**src/sv/lmt_pkg.sv**
```systemverilog
// Shared types and constants for the 3x3 local-mean threshold block.
// No dependencies; used by the interfaces, the window unit and the top level.
package lmt_pkg;

  // Defaults for the top-level parameters
  localparam int MAX_WIDTH_DEF  = 1024;
  localparam int PIXEL_BITS_DEF = 8;

  // Configuration registers
  localparam int CFG_W        = 11;
  localparam int ROW_W        = 11;
  localparam int HEIGHT_LIMIT = 1024;
  localparam int WIDTH_RESET  = 1024;
  localparam int HEIGHT_RESET = 1024;
  localparam int APB_AW       = 3;
  localparam int APB_DW       = 32;

  // Register index, taken from paddr[2]
  localparam logic REG_WIDTH  = 1'b0;
  localparam logic REG_HEIGHT = 1'b1;

  // Input beat kinds
  localparam logic CMD_PIXEL = 1'b0;
  localparam logic CMD_FLUSH = 1'b1;

  // Result queue depth
  localparam int OUTQ_DEPTH = 4;

  // Per-item control that travels with a pixel into the window unit
  typedef struct packed {
    logic emit;       // this beat produces a result
    logic row_top;    // row above the result pixel is inside the image
    logic row_bot;    // row below is inside the image
    logic col_left;   // column to the left is inside the image
    logic col_right;  // column to the right is inside the image
    logic last;       // result is the frame's final pixel
  } lmt_ctrl_t;

  // Height register to rows in use
  function automatic logic [ROW_W-1:0] clamp_height(input logic [CFG_W-1:0] v);
    if (v == '0) return ROW_W'(1);
    if (32'(v) > 32'(HEIGHT_LIMIT)) return ROW_W'(HEIGHT_LIMIT);
    return ROW_W'(v);
  endfunction

endpackage

```
**src/sv/lmt_window.sv**
```systemverilog
// 3x3 window registers and the border-masked mean comparison.
// Depends on lmt_pkg (lmt_ctrl_t); fed by the line buffer in the top level.
module lmt_window #(
  parameter int PIXEL_BITS = lmt_pkg::PIXEL_BITS_DEF
) (
  input  logic                    clk,
  input  logic                    rst,
  input  logic                    shift,
  input  logic [PIXEL_BITS-1:0]   up,
  input  logic [PIXEL_BITS-1:0]   mid,
  input  logic [PIXEL_BITS-1:0]   px,
  input  lmt_pkg::lmt_ctrl_t      ctrl,
  input  logic                    clear_req,
  output logic                    res_valid,
  output logic                    res_above,
  output logic                    res_last
);

  localparam int SUM_W = PIXEL_BITS + 4;

  logic [PIXEL_BITS-1:0] win [9];
  logic                  clear_win;
  logic                  s2_valid;
  lmt_pkg::lmt_ctrl_t    s2_ctrl;
  logic [2:0]            rowv;
  logic [2:0]            colv;
  logic [SUM_W-1:0]      sum;
  logic [3:0]            cnt;
  logic [SUM_W-1:0]      prod;

  // Window shift: left two columns move, right column from line buffer and input.
  // After a frame ends the old columns read as zero.
  always_ff @(posedge clk) begin
    if (shift) begin
      for (int r = 0; r < 3; r++) begin
        win[r*3+0] <= clear_win ? '0 : win[r*3+1];
        win[r*3+1] <= clear_win ? '0 : win[r*3+2];
      end
      win[2] <= up;
      win[5] <= mid;
      win[8] <= px;
      s2_ctrl <= ctrl;
    end
  end

  // Control: frame-restart flag and result-stage valid
  always_ff @(posedge clk) begin
    if (rst) begin
      clear_win <= 1'b1;
      s2_valid  <= 1'b0;
    end else begin
      s2_valid <= shift & ctrl.emit;
      if (clear_req) begin
        clear_win <= 1'b1;
      end else if (shift) begin
        clear_win <= ctrl.last;
      end
    end
  end

  // Masked sum and count over neighbours inside the image
  assign rowv = {s2_ctrl.row_bot, 1'b1, s2_ctrl.row_top};
  assign colv = {s2_ctrl.col_right, 1'b1, s2_ctrl.col_left};

  always_comb begin
    sum = '0;
    cnt = '0;
    for (int r = 0; r < 3; r++) begin
      for (int c = 0; c < 3; c++) begin
        if (rowv[r] && colv[c]) begin
          sum = sum + SUM_W'(win[r*3+c]);
          cnt = cnt + 4'd1;
        end
      end
    end
  end

  // center * count > sum, exact
  assign prod = SUM_W'(win[4]) * SUM_W'(cnt);

  assign res_valid = s2_valid;
  assign res_above = prod > sum;
  assign res_last  = s2_ctrl.last;

endmodule

```
**config.mk**
```make
export PLATFORM = sky130hd
export DESIGN_NAME = lmt_window
export DESIGN_NICKNAME = d
export VERILOG_FILES = /design/src/sv/lmt_pkg.sv /design/src/sv/lmt_window.sv
export SDC_FILE = /design/constraint.sdc
export NUM_CORES = 1
export LEC_CHECK = 0
export ABC_AREA = 1
export ABC_CLOCK_PERIOD_IN_PS = 18700
export BUFFER_PORTS_ARGS = -buffer_cell sky130_fd_sc_hd__buf_2
export CORE_MARGIN = 2
export CORE_UTILIZATION = 34
export DETAILED_ROUTE_END_ITERATION = 8
export SLEW_MARGIN = 20
export SYNTH_ARGS = -nofsm -noshare
export SYNTH_HDL_FRONTEND = slang
export SYNTH_SLANG_ARGS = --single-unit
```
**constraint.sdc**
```tcl
create_clock -name clk -period 18.7 [get_ports clk]
set_input_delay 0.935 -clock clk [delete_from_list [all_inputs] [get_ports clk]]
set_output_delay 0.935 -clock clk [all_outputs]
set_load 0.01 [all_outputs]
```
==> reports/metrics.csv <==
stage,metric,value,unit
min_path,hp-class,register to register,
grt,globalRouteMet1Util,20.9,%
cts,cts_hold_buf,0,
setup_path,crit_required,17.77,ns
finish,multi_input_area,4810,um2
floorplanning,row_count,55,
synthesis,synth_compound_area_share,11.1,%
synthesis,syn_nets,1195,
finish,area.sequential,2350,um2
setup_path,slowest_delay,0.64,ns
synthesis,synth_area,7950,um2
cts,cts_buffer_depth,2,
drt,postRouteAntennaNets,0,
floorplanning,die-area,24600,um2
timing,fin_ws,6.91,ns
setup_path,arrival,10.86,ns
finish,post-route-util,38.5,%
timing,worstMarginPinSlew,1.01,ns
setup_path,crit_type,register to output port,
grt,grt_busiest_layer,met2,
grt,grt_pass1_vias,6237,
synthesis,avgSynthCellArea,7.63,um2
finish,layout.nets,1227,
grt,grt_use_met3,1.65,%
synthesis,synthArstFlopShare,0,%
drt,drc,0,
timing,clock_skew,0.00614,ns
grt,track_usage,15.3,%
drt,post_drt_via_cell_ratio,4.61,
setup_path,cp_max_fo,16,
outcome,status,completed,
timing,fin_crit,11.79,ns
place,dp_hpwl,14100,um
finish,antenna_cells,0,
floorplanning,boundaryPins,37,
finish,layout-drive-gt1-share,9.64,%
floorplanning,chipHeight,157,um
synthesis,synth_mux_area_share,0,%
timing,tns,0,ns
cts,clk_root_buffer_cell,clkbuf_16,
synthesis,synth_edf_count,77,
synthesis,synth_top_family_by_area,simple AND/OR/NAND/NOR gates,
place,dpl_worst_slack,7.25,ns
cts,path_clk_slew,0.07,ns
timing,drv_slew,0,
grt,antenna_found_initial,0,
setup_path,start_kind,register,
job,drv_cap,0,
cts,cts_tree,yes,
floorplanning,core,22800,um2
finish,n_fill_cell,2376,
floorplanning,start_util,34.9,%
synthesis,synthCells,1042,
place,gp_congestion,0.870,
drt,num_vias,6413,
synthesis,synthXorXnorAreaFrac,5.51,%
pwr,powerDensity,106,nW/um2
timing,clock.fmax,84.8,MHz
cts,cts-resized-gates,0,
grt,grt-ovfl-total,0,
timing,hold_viol_final,0,
synthesis,ys_ff_latch,79,
grt,grt_util_met2,25.5,%
drt,routed_wl,17600,um
timing,rsz0062_at_grt,no,
drt,wl_per_cell,12.7,um
timing,setup_viol,0,
synthesis,ys_types,43,
cts,clk_latency,0.36,ns
setup_path,cp_common_cell,nand2_1,
floorplanning,die_width,157,um
cts,htree_levels,3,
synthesis,synth-adder-area-share,20.6,%
setup_path,cp-end-kind,output port,
synthesis,ys.flop_type,edfxtp_1,
drt,first_pass_iters,5,
setup_path,slowest_stage,edfxtp_1,
drt,drt-initial-drc-count,337,
synthesis,synth-simple-area-share,23.3,%
cts,cts.sinks,79,
synthesis,yosys_warnings,0,
cts,cts_setup_buffers,0,
grt,grt_pass1_wl,30000,um
synthesis,ys_seq_area_share,29.6,%
grt,grt_max_degree,72,
cts,cts_buffers,9,
timing,finalCritPeriodShare,63.1,%
pwr,leakage,4.37,nW
timing,relSlewSlack,32.8,%
pwr,ir_worst_vdd,0.0000695,V
finish,syn_to_final_growth,10.3,%
place,io_buffers,36,
per-stage QoR:
stage / cells / hold slack, ns / total power, mW / area, um2
2_1_floorplan: 1042 / 0.537 / 0.631 / 7950
3_3_place_gp: 1376 / 0.556 / 0.737 / 8470
3_5_place_dp: 1376 / 0.560 / 0.745 / 8470
4_1_cts: 1392 / 0.575 / 0.933 / 8770
5_1_grt: 1392 / 0.595 / 1.02 / 8770
6_report: 1392 / 0.568 / 0.926 / 8770
cell families after synthesis:
kind of cell             after synthesis
AND/OR/NAND/NOR                      424
buffers and inverters                210
AO/OA/AOI/OAI                        160
adder cells (fa/ha/maj)              119
flip-flops                            79
XOR/XNOR                              50
sequential cells by signal, summed over array words and instances (netlist names):
| register | cells |
|---|---|
| colv | 2 |
| win | 72 |
| res_valid | 1 |
| clear_win | 1 |
| rowv | 2 |
| res_last | 1 |
Yosys cell counts (all sizes together), types with 6 or more instances:
master | instances | share of area [%]
xnor2 | 20 | 2.2
fa | 20 | 5.0
xor2 | 30 | 3.3
nor2 | 110 | 5.6
or2 | 12 | 0.94
nand4 | 6 | 0.47
nand2 | 251 | 13
inv | 193 | 9.1
o21ai | 68 | 4.3
a21oi | 60 | 3.8
edfxtp | 77 | 29
nand3 | 37 | 2.8
a31oi | 10 | 0.79
o21bai | 8 | 0.80
clkbuf | 14 | 0.66
ha | 99 | 16
final cells by class:
class                      instances  share of cell area [%]
tap                              313                    4.47
clock inverter                     6                   0.785
sequential                        79                    26.8
inverter                         194                    8.30
timing repair buffer              37                    2.17
multi-input combinational        753                    54.8
clock buffer                      10                    2.61
worst max-delay path, delay by kind of cell, from the launching register on:
| kind | cells | cell delay, ns |
|---|---|---|
| xor+xnor | 1 | 0.15 |
| fa+ha+maj | 11 | 4.75 |
| simple gates | 19 | 1.86 |
| compound gates | 12 | 2.27 |
| buf+inv | 10 | 0.85 |
| flops | 1 | 0.64 |
metal layers:
metal	wire length [um]	vias up
met5	0	-
met2	8030	63
met3	386	14
li1	-	3428
met4	246	0
met1	8980	2908
cells in the final DEF, fill, tap and decap left out, types with 6 or more instances in the layout:
| cell | count |
|---|---|
| a21oi_1 | 59 |
| a31oi_1 | 10 |
| buf_2 | 35 |
| clkbuf_16 | 9 |
| edfxtp_1 | 77 |
| fa_1 | 20 |
| ha_1 | 99 |
| inv_1 | 189 |
| nand2_1 | 234 |
| nand2_2 | 11 |
| nand2_4 | 6 |
| nand3_1 | 29 |
| nand3_2 | 8 |
| nand4_1 | 6 |
| nor2_1 | 103 |
| o21ai_0 | 67 |
| o21bai_1 | 7 |
| or2_2 | 11 |
| xnor2_1 | 20 |
| xor2_1 | 30 |
power breakdown:
part	internal, mW	switching [mW]	total, mW	leakage, nW
Combinational	0.204	0.322	0.526	3.43
Clock	0.104	0.0780	0.182	0.143
Sequential	0.206	0.0120	0.218	0.796
Total	0.514	0.412	0.926	4.37
worst paths after layout:
check / endpoint / slack [ns] / start / cells after the start
setup / recovery: res_above / 6.91 / rowv[0] / 53
hold / removal: win[0][6] / 0.57 / win[0][14] / 2
setup reg to reg: win[0][60] / 17.27 / clear_win / 1
hold reg to reg: win[0][6] / 0.57 / win[0][14] / 2
No activity file was read; power rests on OpenSTA's default activity.
